[src/rtl/gstd_pkg.sv]
// Shared types, constants and tables of the Goertzel signed tone detector.
package gstd_pkg;

	// Fixed-point layout
	localparam int SAMPLE_BITS  = 12;
	localparam int ACC_BITS     = 48;
	localparam int FRAC_BITS    = 16;
	localparam int COEFF_BITS   = 19;
	localparam int TRIG_BITS    = 18;
	localparam int ANGLE_BITS   = 16;
	localparam int MAG_BITS     = 32;
	localparam int PROJ_BITS    = ACC_BITS + 2;
	localparam int VEC_BITS     = PROJ_BITS + 4;
	localparam int TURN_BITS    = 32;
	localparam int CORDIC_STEPS = 24;
	localparam int STEP_BITS    = $clog2(CORDIC_STEPS);

	localparam logic [STEP_BITS-1:0]  STEP_LAST    = STEP_BITS'(CORDIC_STEPS - 1);
	localparam logic [TURN_BITS-1:0]  HALF_TURN    = 32'h8000_0000;
	localparam logic [TURN_BITS-1:0]  ANGLE_ROUND  = 32'h0000_8000;
	localparam logic [31:0]           INV_GAIN_Q32 = 32'd2608131496;
	localparam logic [ANGLE_BITS:0]   QUARTER_TURN = 17'd16384;

	// Register map, one 32-bit word each
	typedef enum logic [1:0] {
		REG_COEFF  = 2'd0,
		REG_COSINE = 2'd1,
		REG_SINE   = 2'd2,
		REG_REF    = 2'd3
	} reg_idx_t;

	// Back-end sequencer states
	typedef enum logic [2:0] {
		B_IDLE,
		B_COS,
		B_SIN,
		B_PREP,
		B_ROT,
		B_GLO,
		B_GHI,
		B_FIN
	} back_state_t;

	typedef struct packed {
		logic [SAMPLE_BITS-1:0] sample;
		logic                   last_sample;
	} item_t;

	typedef struct packed {
		logic signed [MAG_BITS-1:0]   signed_magnitude;
		logic signed [ANGLE_BITS-1:0] phase;
		logic                         was_negated;
	} result_t;

	typedef struct packed {
		logic signed [COEFF_BITS-1:0] coeff;
		logic signed [TRIG_BITS-1:0]  cosine;
		logic signed [TRIG_BITS-1:0]  sine;
		logic signed [ANGLE_BITS-1:0] ref_phase;
	} cfg_t;

	// Final resonator state of one block
	typedef struct packed {
		logic signed [ACC_BITS-1:0] q1;
		logic signed [ACC_BITS-1:0] q2;
	} pair_t;

	typedef struct packed {
		logic  wr;
		pair_t data;
	} queue_wr_t;

	typedef struct packed {
		logic  empty;
		pair_t head;
	} queue_rd_t;

	// Arctangent of 2^-n in units of 2^-32 turn
	function automatic logic [TURN_BITS-1:0] arc_angle(input logic [STEP_BITS-1:0] idx);
		logic [TURN_BITS-1:0] a;
		case (idx)
			5'd0:    a = 32'h2000_0000;
			5'd1:    a = 32'h12E4_051E;
			5'd2:    a = 32'h09FB_385B;
			5'd3:    a = 32'h0511_11D4;
			5'd4:    a = 32'h028B_0D43;
			5'd5:    a = 32'h0145_D7E1;
			5'd6:    a = 32'h00A2_F61E;
			5'd7:    a = 32'h0051_7C55;
			5'd8:    a = 32'h0028_BE53;
			5'd9:    a = 32'h0014_5F2F;
			5'd10:   a = 32'h000A_2F98;
			5'd11:   a = 32'h0005_17CC;
			5'd12:   a = 32'h0002_8BE6;
			5'd13:   a = 32'h0001_45F3;
			5'd14:   a = 32'h0000_A2FA;
			5'd15:   a = 32'h0000_517D;
			5'd16:   a = 32'h0000_28BE;
			5'd17:   a = 32'h0000_145F;
			5'd18:   a = 32'h0000_0A30;
			5'd19:   a = 32'h0000_0518;
			5'd20:   a = 32'h0000_028C;
			5'd21:   a = 32'h0000_0146;
			5'd22:   a = 32'h0000_00A3;
			5'd23:   a = 32'h0000_0051;
			default: a = '0;
		endcase
		return a;
	endfunction

endpackage

[src/rtl/gstd_queue.sv]
// Small queue of finished block states between front and back ends.
module gstd_queue #(
	parameter int DEPTH = 2
) (
	input  logic                clk,
	input  logic                arst_n,
	input  gstd_pkg::queue_wr_t qwr,
	output logic                full,
	input  logic                rd,
	output gstd_pkg::queue_rd_t qrd
);
	import gstd_pkg::*;

	localparam int PW = (DEPTH > 1) ? $clog2(DEPTH) : 1;
	localparam int CW = $clog2(DEPTH + 1);

	pair_t          mem_q [DEPTH];
	logic [PW-1:0]  wr_ptr_q;
	logic [PW-1:0]  rd_ptr_q;
	logic [CW-1:0]  count_q;

	assign full      = (count_q == CW'(DEPTH));
	assign qrd.empty = (count_q == '0);
	assign qrd.head  = mem_q[rd_ptr_q];

	// Store an entry
	always_ff @(posedge clk) begin
		if (qwr.wr) begin
			mem_q[wr_ptr_q] <= qwr.data;
		end
	end

	// Move pointers and occupancy
	always_ff @(posedge clk or negedge arst_n) begin
		if (!arst_n) begin
			wr_ptr_q <= '0;
			rd_ptr_q <= '0;
			count_q  <= '0;
		end else begin
			if (qwr.wr) begin
				wr_ptr_q <= (wr_ptr_q == PW'(DEPTH - 1)) ? '0 : wr_ptr_q + 1'b1;
			end
			if (rd) begin
				rd_ptr_q <= (rd_ptr_q == PW'(DEPTH - 1)) ? '0 : rd_ptr_q + 1'b1;
			end
			if (qwr.wr && !rd) begin
				count_q <= count_q + 1'b1;
			end else if (rd && !qwr.wr) begin
				count_q <= count_q - 1'b1;
			end
		end
	end

endmodule

[config.mk]
export PLATFORM = sky130hd
export DESIGN_NAME = gstd_queue
export DESIGN_NICKNAME = d
export VERILOG_FILES = /design/src/rtl/gstd_pkg.sv /design/src/rtl/gstd_queue.sv
export SDC_FILE = /design/constraint.sdc
export NUM_CORES = 1
export LEC_CHECK = 0
export ABC_AREA = 1
export BUFFER_PORTS_ARGS = -buffer_cell sky130_fd_sc_hd__buf_2
export CAP_MARGIN = 20
export CORE_ASPECT_RATIO = 0.7
export CORE_MARGIN = 5
export CORE_UTILIZATION = 51
export CTS_CLUSTER_DIAMETER = 120
export DETAILED_ROUTE_END_ITERATION = 10
export PLACE_DENSITY = 0.78
export SYNTH_ARGS = -nofsm -noshare
export SYNTH_HDL_FRONTEND = slang
export SYNTH_SLANG_ARGS = --single-unit
[constraint.sdc]
create_clock -name clk -period 6.2 [get_ports clk]
set_input_delay 0.62 -clock clk [delete_from_list [all_inputs] [get_ports clk]]
set_output_delay 0.62 -clock clk [all_outputs]
set_load 0.1 [all_outputs]
Word level (Yosys, flattened, before mapping)
Memories as Yosys holds them, arrays and structs flattened. Index checks and enable logic that the tools add are counted.

Bits in registers: 4. Latch bits: 0. RAM bits: 192. ROM bits: 0. Input port bits: 100. Logic and storage cells: 21. Memories kept: 1.

Memory list: mem_q (words 2, bits a word 96, rd ports 1, clocked after Yosys merged registers in 0, write ports 1, RTL line gstd_queue.sv:17) `pair_t mem_q [DEPTH];`.

Add/sub/neg operators: 4. $mul: 0. Divide/modulo/power cells: 0. Order comparisons: 0. Equal/unequal tests: 1. Shifts and indexed selects: 0. Muxes and demuxes: 6. Bitwise operators: 0. Reduce and logical (&&, ||, !) cells: 6.

Operator list (count): $mux 1 (4); $mux 2 (2); $add 1x1->1 const B (2); $add 2x1->2 const B (1); $eq 2x2->1 const B (1); $logic_and 1x1->1 (2); $logic_not 1->1 (2); $logic_not 2->1 (1); $reduce_bool 2->1 (1); $sub 2x1->2 const B (1).

Logic depth before layout (Yosys ltp)
Depth after elaboration: 4. Mapped depth: 7. Depth with buffers taken out: 7.

Least setup slack after synthesis
Ideal clock, no wire load.

Kind: input to register. From: in qwr[96] (netlist name). To: mem mem_q[0][0] (netlist name), enable pin. Library setup time: 0.554 ns. Arrival time: 4.679 ns. Data required time: 5.646 ns. Path slack: 0.967 ns. Stages: 2. Path buffers: 0. Path through: inv_1 -> nor2_1.

Cells in the longest elaborated chain, start to end: 2.

Ends and longest elaborated chain: from (decl) (RTL line gstd_queue.sv:7) `input gstd_pkg::queue_wr_t qwr,`; $mux 1 (RTL line gstd_queue.sv:28) `if (qwr.wr) begin`; $mux 1 (implied by the code) (RTL line gstd_queue.sv:29) `mem_q[wr_ptr_q] <= qwr.data;`; to (decl) (RTL line gstd_queue.sv:17).

No other way between the ends.

==> flow_summary.json <==
{
  "nFillCells": 973,
  "finalClockSkew_ps": 9.22,
  "finalCritPeriodShare_pct": 55.2,
  "dr.first_iter.drc_count": 271,
  "cts_buffer_depth": 2,
  "start_util_pct": 52.1,
  "worst-setup-path-type": "reg2out",
  "vias": 3632,
  "cp.arrival_ps": 2800,
  "setup_tns_ps": 0,
  "ant_nets": 0,
  "hpwl_um": 9410,
  "tightest_slew_ps": 815,
  "end_kind": "output port",
  "ys_top_cells_by_count": "edfxtp_1, mux2_2, mux2_4",
  "final_nets": 635,
  "cts-resized-gates": 0,
  "yosysTopAreaCellShare_pct": 79.5,
  "htree_levels": 4,
  "cap_violations": 0,
  "port_buffers": 197,
  "die_y_um": 110,
  "grt_max_degree": 60,
  "synth.net_count": 425,
  "synth_most_common_cell": "edfxtp_1",
  "wirelength_um": 13700,
  "yosysWarnings": 0,
  "syn2layout_area_growth_pct": 24.4,
  "ios": 198,
  "dp.cells": 703,
  "drc": 0,
  "startpoint_type": "flip-flop",
  "ctsHoldBuffers": 1,
  "ys.flop_type": "edfxtp_1",
  "globalplace.congestion": 0.787,
  "clock.fmax_mhz": 292,
  "synth_area_leaders": "edfxtp_1, mux2_2, mux2_4",
  "seq_area_frac_synth_pct": 80.9,
  "antenna_found_initial": 1,
  "timing.final.crit_period_ps": 3420,
  "ys_seq_elements": 196,
  "synth.distinct_cells": 14,
  "hold_path.class": "in2reg",
  "worstSkewPairLatency_ps": 420,
  "cts_root_buf": "clkbuf_16",
  "gr-total-overflow": 0,
  "vias_per_cell": 4.93,
  "syn_area_um2": 7250,
  "slew_violations": 0,
  "worstPathRequired_ps": 5580,
  "grt_first_pass_wirelength_um": 20800,
  "synth-edff-count": 192,
  "design_area_um2": 9020,
  "rsz0062_at_grt": "false",
  "clkSlewWorstSetupHoldPaths_ps": 70,
  "synth_area_leader_cell": "edfxtp_1",
  "grtUsageTotal_pct": 16.5,
  "status": "complete, no violations",
  "die_w_um": 153,
  "finish.utilization_pct": 64.8,
  "tritoncts": "yes",
  "cts.sinks": 196,
  "n_antenna_cell": 0,
  "core_um2": 13900,
  "die_area_um2": 16700,
  "dr.pass1.iters": 6,
  "rows": 36,
  "slew_headroom_pct": 45.7,
  "syn_avg_cell_area_um2": 22.4,
  "post-cts-setup-buffers": 0,
  "critPathMaxFanout": 52,
  "async_reset_ff_share_pct": 2.04,
  "cts_buffers": 17,
  "place_area_um2": 8430,
  "wl_per_cell_um": 18.5,
  "finalSetupViolations": 0,
  "final_cells": 737,
  "syn_inst": 324,
  "drive_gt1_share_pct": 60.7,
  "first_global_vias": 3876,
  "hold_violations": 0
}
[worst max-delay path, stage by stage, from the launching register on]
cell and delay [ps]:
dfrtp_4 810, buf_4 750, mux2_2 300, buf_2 420
[layout make-up]
| type | instances | area, um^2 | area share (%) |
|---|---|---|---|
| tap | 190 | 238 | 2.64 |
| sequential | 196 | 5870 | 65.1 |
| clock inverter | 15 | 139 | 1.54 |
| clock buffer | 17 | 425 | 4.72 |
| multi-input combinational | 110 | 1280 | 14.2 |
| inverter | 7 | 28.8 | 0.319 |
| timing repair buffer | 202 | 1040 | 11.5 |
[final timing paths]
kind / from / end / slack, ps / cells past startpoint
setup / recovery: rd_ptr_q / qrd[82] / 2780 / 3
setup reg to reg: wr_ptr_q / mem_q[1][92] / 4140 / 3
hold / removal: qwr[16] / mem_q[1][16] / 380 / 1
max in group asynchronous: arst_n / rd_ptr_q / 5510 / 2
hold reg to reg: wr_ptr_q / wr_ptr_q / 550 / 1
min in group asynchronous: arst_n / rd_ptr_q / 530 / 2
[state kept, by name, summed over array words and instances (netlist names)]
name and count:
mem_q 192, count_q 2, rd_ptr_q 1, wr_ptr_q 1
[metrics by stage]
| stage | setup WS, ps | hold WS [ps] |
|---|---|---|
| 3_3_place_gp | 3200 | 438 |
| 2_1_floorplan | 967 | 324 |
| 6_report | 2780 | 382 |
| 4_1_cts | 2710 | 351 |
| 5_1_grt | 2630 | 353 |
| 3_5_place_dp | 3190 | 442 |
[kinds of logic (layout without fill, tap and decap cells)]
kind of cell	Yosys count	count (layout)	synth area share, %
fa+ha+maj	1	1	0.173
simple gates	10	10	0.569
buf+inv	18	241	1.55
mux	96	96	16.5
flops	196	196	80.9
xor+xnor	3	3	0.362
[metal layers]
metal,wire length (um),GRT usage (%)
met5,13,0
met4,221,6.17
met3,1290,6.37
met2,6360,25.0
met1,5760,22.1
[layout by cell type (no fill, tap or decap), drive strengths merged]
cell,instances
buf,201
edfxtp,192
mux2,96
clkbuf,17
inv,15
nand2,5
clkinv,5
dfrtp,4
nor2,3
xor2,2
clkinvlp,2
xnor2,1
nand3,1
nand4,1
ha,1
dlygate4sd3,1
Power is left out: the tool's default activity adds up to more than one toggle a clock period on the data nets, which glitch-free logic cannot reach.
