## src/rtl/gstd_pkg.sv

```systemverilog
// Shared types, constants and tables of the Goertzel signed tone detector.
package gstd_pkg;

	// Fixed-point layout
	localparam int SAMPLE_BITS  = 12;
	localparam int ACC_BITS     = 48;
	localparam int FRAC_BITS    = 16;
	localparam int COEFF_BITS   = 19;
	localparam int TRIG_BITS    = 18;
	localparam int ANGLE_BITS   = 16;
	localparam int MAG_BITS     = 32;
	localparam int PROJ_BITS    = ACC_BITS + 2;
	localparam int VEC_BITS     = PROJ_BITS + 4;
	localparam int TURN_BITS    = 32;
	localparam int CORDIC_STEPS = 24;
	localparam int STEP_BITS    = $clog2(CORDIC_STEPS);

	localparam logic [STEP_BITS-1:0]  STEP_LAST    = STEP_BITS'(CORDIC_STEPS - 1);
	localparam logic [TURN_BITS-1:0]  HALF_TURN    = 32'h8000_0000;
	localparam logic [TURN_BITS-1:0]  ANGLE_ROUND  = 32'h0000_8000;
	localparam logic [31:0]           INV_GAIN_Q32 = 32'd2608131496;
	localparam logic [ANGLE_BITS:0]   QUARTER_TURN = 17'd16384;

	// Register map, one 32-bit word each
	typedef enum logic [1:0] {
		REG_COEFF  = 2'd0,
		REG_COSINE = 2'd1,
		REG_SINE   = 2'd2,
		REG_REF    = 2'd3
	} reg_idx_t;

	// Back-end sequencer states
	typedef enum logic [2:0] {
		B_IDLE,
		B_COS,
		B_SIN,
		B_PREP,
		B_ROT,
		B_GLO,
		B_GHI,
		B_FIN
	} back_state_t;

	typedef struct packed {
		logic [SAMPLE_BITS-1:0] sample;
		logic                   last_sample;
	} item_t;

	typedef struct packed {
		logic signed [MAG_BITS-1:0]   signed_magnitude;
		logic signed [ANGLE_BITS-1:0] phase;
		logic                         was_negated;
	} result_t;

	typedef struct packed {
		logic signed [COEFF_BITS-1:0] coeff;
		logic signed [TRIG_BITS-1:0]  cosine;
		logic signed [TRIG_BITS-1:0]  sine;
		logic signed [ANGLE_BITS-1:0] ref_phase;
	} cfg_t;

	// Final resonator state of one block
	typedef struct packed {
		logic signed [ACC_BITS-1:0] q1;
		logic signed [ACC_BITS-1:0] q2;
	} pair_t;

	typedef struct packed {
		logic  wr;
		pair_t data;
	} queue_wr_t;

	typedef struct packed {
		logic  empty;
		pair_t head;
	} queue_rd_t;

	// Arctangent of 2^-n in units of 2^-32 turn
	function automatic logic [TURN_BITS-1:0] arc_angle(input logic [STEP_BITS-1:0] idx);
		logic [TURN_BITS-1:0] a;
		case (idx)
			5'd0:    a = 32'h2000_0000;
			5'd1:    a = 32'h12E4_051E;
			5'd2:    a = 32'h09FB_385B;
			5'd3:    a = 32'h0511_11D4;
			5'd4:    a = 32'h028B_0D43;
			5'd5:    a = 32'h0145_D7E1;
			5'd6:    a = 32'h00A2_F61E;
			5'd7:    a = 32'h0051_7C55;
			5'd8:    a = 32'h0028_BE53;
			5'd9:    a = 32'h0014_5F2F;
			5'd10:   a = 32'h000A_2F98;
			5'd11:   a = 32'h0005_17CC;
			5'd12:   a = 32'h0002_8BE6;
			5'd13:   a = 32'h0001_45F3;
			5'd14:   a = 32'h0000_A2FA;
			5'd15:   a = 32'h0000_517D;
			5'd16:   a = 32'h0000_28BE;
			5'd17:   a = 32'h0000_145F;
			5'd18:   a = 32'h0000_0A30;
			5'd19:   a = 32'h0000_0518;
			5'd20:   a = 32'h0000_028C;
			5'd21:   a = 32'h0000_0146;
			5'd22:   a = 32'h0000_00A3;
			5'd23:   a = 32'h0000_0051;
			default: a = '0;
		endcase
		return a;
	endfunction

endpackage

```

## src/rtl/gstd_front.sv

```systemverilog
// Front end: resonator recurrence per sample, hands block state to the queue.
module gstd_front (
	input  logic              clk,
	input  logic              arst_n,
	input  logic              accept,
	input  gstd_pkg::item_t   item,
	input  gstd_pkg::cfg_t    cfg,
	output gstd_pkg::queue_wr_t qwr
);
	import gstd_pkg::*;

	localparam int RPROD_BITS = ACC_BITS + COEFF_BITS;

	logic signed [ACC_BITS-1:0]   delay_one_q;
	logic signed [ACC_BITS-1:0]   delay_two_q;
	logic signed [RPROD_BITS-1:0] rmul;
	logic signed [ACC_BITS-1:0]   nxt;

	// q0 = floor(coeff*q1 / 2^16) - q2 + sample*2^16, wrapping
	assign rmul = delay_one_q * cfg.coeff;
	assign nxt  = rmul[ACC_BITS+FRAC_BITS-1:FRAC_BITS] - delay_two_q
		+ ACC_BITS'({item.sample, FRAC_BITS'(0)});

	// Hand the closing state of a block to the back end
	always_comb begin
		qwr.wr      = accept && item.last_sample;
		qwr.data.q1 = nxt;
		qwr.data.q2 = delay_one_q;
	end

	// Advance the delay line; clear it at the end of a block
	always_ff @(posedge clk or negedge arst_n) begin
		if (!arst_n) begin
			delay_one_q <= '0;
			delay_two_q <= '0;
		end else if (accept) begin
			if (item.last_sample) begin
				delay_one_q <= '0;
				delay_two_q <= '0;
			end else begin
				delay_two_q <= delay_one_q;
				delay_one_q <= nxt;
			end
		end
	end

endmodule

```

## config.mk

```make
export PLATFORM = sky130hd
export DESIGN_NAME = gstd_front
export DESIGN_NICKNAME = d
export VERILOG_FILES = /design/src/rtl/gstd_pkg.sv /design/src/rtl/gstd_front.sv
export SDC_FILE = /design/constraint.sdc
export NUM_CORES = 2
export LEC_CHECK = 0
export ABC_AREA = 1
export BUFFER_PORTS_ARGS = -buffer_cell sky130_fd_sc_hd__buf_4
export CORE_ASPECT_RATIO = 0.75
export CORE_MARGIN = 5
export CORE_UTILIZATION = 55
export CTS_BUF_LIST = sky130_fd_sc_hd__clkbuf_16
export DETAILED_ROUTE_END_ITERATION = 16
export GPL_TIMING_DRIVEN = 0
export PLACE_DENSITY_LB_ADDON = 0.25
export SYNTH_ARGS = -nofsm -noshare
export SYNTH_HDL_FRONTEND = slang
export SYNTH_SLANG_ARGS = --single-unit
```

## constraint.sdc

```tcl
create_clock -name clk -period 11.15 [get_ports clk]
set_clock_uncertainty 0.05 [all_clocks]
set_input_delay 0.5575 -clock clk [delete_from_list [all_inputs] [get_ports clk]]
set_output_delay 0.5575 -clock clk [all_outputs]
set_load 0.02 [all_outputs]
```

Yosys cells after proc, flatten, opt, wreduce, memory -nomap -nowiden --
Cells that the tools add are included.
Word-level totals: register bits after elaboration 96, word-level logic and storage cells 8
Operators by class: $add $sub $neg 2, $mul 1, mux-type cells 2, reduce and logical (&&, ||, !) cells 1
Operator list (count):
- 48-bit two-way mux | 2
- 48-bit by 19-bit multiplier with 64-bit output | 1
- 48-bit by 28-bit adder with 48-bit output | 1
- 48-bit subtractor | 1
- 1-bit logical AND | 1

Longest topological paths before layout --
depth in word-level cells 4, depth in mapped cells 47, mapped depth without buffers 45

Worst setup path after synthesis --
Ideal clock, no wire load.
path type input to output, start input port cfg[56] in the netlist's numbering, end output port qwr[81] in the netlist's numbering, data arrival time 7.936 ns, required time 10.543 ns, setup slack 2.607 ns, stages on the path 34, path through clkbuf_1 > buf_1 > nand2_1 > fa_1 > fa_1 > fa_1 > inv_1 > fa_1 > fa_1 > fa_1 > fa_1 > ha_1 > nand2_1 > o21ai_0 > o21bai_1 > a21oi_1 > o21ai_2 > nand2_1 > nand2_1 > nand2_1 > nand3b_1 > nand2_1 > fa_1 > inv_1 > ha_1 > nand2_1 > nor2_1 > nand2_1 > nor3_1 > nand2_1 > nand2_2 > nand2_2 > nand3_1 > and2_1
RTL lines:
- start: declaration | RTL line gstd_front.sv:7 | input gstd_pkg::cfg_t cfg,
- end: declaration | RTL line gstd_front.sv:8 | output gstd_pkg::queue_wr_t qwr

==> metrics <==
status=finished with violations; failing checks=max-capacitance violations, max-slew violations; worst skew pair latency=370 ps; die area=75300 sq um; worst-path fanout max=10; Slew Limit Headroom=-0.00913; DRT iter0 DRCs=3921; Mapped Cells=4986; Routed Antenna Nets=0; Crit. End Element=primary output; grt peak-use layer=met1; most common cell after layout, fill and taps aside=inv_1; clock-pin slew on the worst setup and hold paths=roughly 70 ps; Net Count, Synth=6164; die width=315 um; CTS root buffer=clkbuf_16; #FFs+latches synth=96; nets@finish=6284; WP buf/inv=7; Fillers=6472; post-place setup slack=-213 ps; DRC=0; initial antenna violation count=5; final hold violation count=0; CP peak stage delay=approximately 800 ps; Die Ht=roughly 240 um; Rows=83; Final period util=0.986; initial core utilization=0.558; total global routing track utilization=0.395; wire length per cell=24.1 um; CTS Buf Count=9; critical path class=flip-flop to primary output; via count=33700; layout cells sized above 1=0.0477; Highest Clock Rate=90.9 MHz; slack of the critical path=roughly 150 ps; synth unique cells=56; vias in the first global route=34400; mean post-synth cell area=7.70 sq um; HPWL after detailed placement=about 130000 um; clk buf depth=2; CTS tree=done; routability congestion estimate=approximately 1; unrepaired setup endpoints after global routing=yes; setup violators final=0; Seq/Total Area, Yosys=0.0625; M1 GR Usage=0.569; Slew Limit Fails=11; met2 Use GR=0.559; Max Cap Violations=1; final core utilization=0.593; CP Launch Type=flip-flop; actual slew at the worst max-slew pin=1510 ps; GR Util met3=0.136; slowest CP cell=clkbuf_1; area grow syn2layout=6.22%; WP data required=10540 ps; YS warnings=0; global-route wire length before repair=218000 um; GRT overflow=0; Synth Cell Area=38400 sq um; io pins=184; Most common cell on crit path=fa_1; setup TNS=0 ps; Initial DRT Pass Iterations=5; maximum number of pins on one net before global-route repair=97; Core Area=68900 sq um; Via density=between 5 and 6; clock sinks=96; min-delay worst type=input pin to asynchronous set/reset pin; delay-heaviest family, CP=adder cells; CTS H-tree lvls=3; most frequent cells in the layout=1375 x inv_1, 1349 x nand2_1, 851 x fa_1; final WL=146000 um; IO Port Bufs=117; Final Critical Period=11000 ps; CP Data Arrival Time=10390 ps
layer usage:
metal,vias to the layer above,wire length (um)
met5,-,80
li1,14500,-
met4,8,6200
met2,2045,59000
met3,326,20900
met1,16700,59500
final timing paths:
kind | startpoint | end | slack [ps] | cells past startpoint
hold / removal | arst_n | delay_one_q[47] | 210 | 1
min in group clk | delay_two_q[0] | delay_two_q[0] | 460 | 2
hold reg to reg | delay_two_q[0] | delay_two_q[0] | 460 | 2
max in group asynchronous | arst_n | delay_two_q[1] | 10130 | 1
setup / recovery | delay_one_q[17] | qwr[69] | 150 | 30
setup reg to reg | delay_one_q[17] | delay_one_q[21] | 1080 | 31
worst register-to-register path, delay by kind of cell (launching register included):
kind,cells,cell delay [ps]
buffers and inverters,6,1180
adders and majority gates,10,4750
AOI/OAI and AO/OA,6,1630
xor gates and xnor gates,2,970
DFF,1,590
and+or+nand+nor,7,810
final cells by class:
cell class | count | area, sq um | share of cell area
sequential | 96 | 2400 | 0.0589
antenna | 6 | 15.0 | 0.000368
clock inverter | 7 | 72.6 | 0.00178
multi-input combinational | 3298 | 30000 | 0.735
inverter | 1382 | 5190 | 0.127
clock buffer | 9 | 225 | 0.00552
timing repair buffer | 117 | 882 | 0.0216
buffer | 202 | 866 | 0.0212
tap | 935 | 1170 | 0.0287
synth_stat cells (all sizes together):
library cell | n | area [sq um]
a31oi | 17 | 106
nor4 | 6 | 58.8
xnor2 | 23 | 209
a21oi | 130 | 669
a211oi | 2 | 15.0
nor3 | 18 | 115
nor2 | 228 | 893
a21o | 20 | 150
ha | 240 | 3000
clkbuf | 163 | 632
buf | 47 | 209
o21a | 5 | 37.5
nand2 | 1371 | 5220
a211o | 1 | 8.76
o221ai | 1 | 8.76
a21boi | 10 | 75.1
and2 | 14 | 92.6
nand3b | 6 | 45.0
a22o | 11 | 96.3
o21bai | 25 | 191
and3 | 6 | 37.5
o21ai | 109 | 568
o31ai | 1 | 7.51
nand4 | 10 | 62.6
o211ai | 6 | 45.0
or2 | 6 | 37.5
fa | 851 | 17000
inv | 1382 | 5190
xor2 | 53 | 479
o22ai | 34 | 213
dfrtp | 96 | 2400
nand3 | 94 | 490
flip-flops by register name (all words and copies together), names as in the netlist:
register,cells
delay_two_q,48
delay_one_q,48
stage by stage:
| stage | hold WS (ps) | cells | cell area [sq um] |
|---|---|---|---|
| 6_report | 214 | 6052 | 40800 |
| 5_1_grt | 335 | 6048 | 40800 |
| 4_1_cts | 452 | 6053 | 40800 |
| 3_5_place_dp | 436 | 6038 | 40500 |
| 3_3_place_gp | 422 | 6038 | 40500 |
| 2_1_floorplan | 212 | 4986 | 38400 |
kinds of logic (layout without fill, tap and decap cells):
kind of cell,after synthesis,after routing,share of synthesized area
xor gates and xnor gates,76,76,0.0179
and+or+nand+nor,1759,1759,0.184
other,0,6,0
adders and majority gates,1091,1091,0.522
DFF,96,96,0.0625
buffers and inverters,1592,1717,0.157
AOI/OAI and AO/OA,372,372,0.0571
what timing repair did:
action                                  in CTS  in global routing
gates cloned                                 0                  0
hold buffers                                 0                  0
resized for setup                            5                 57
setup buffers                                0                  0
pin swaps                                    0                  0
endpoints found under the setup margin      18                 30
Power is not shown: default switching activity piles up to over one toggle a cycle in this logic, so the estimate is an artifact.
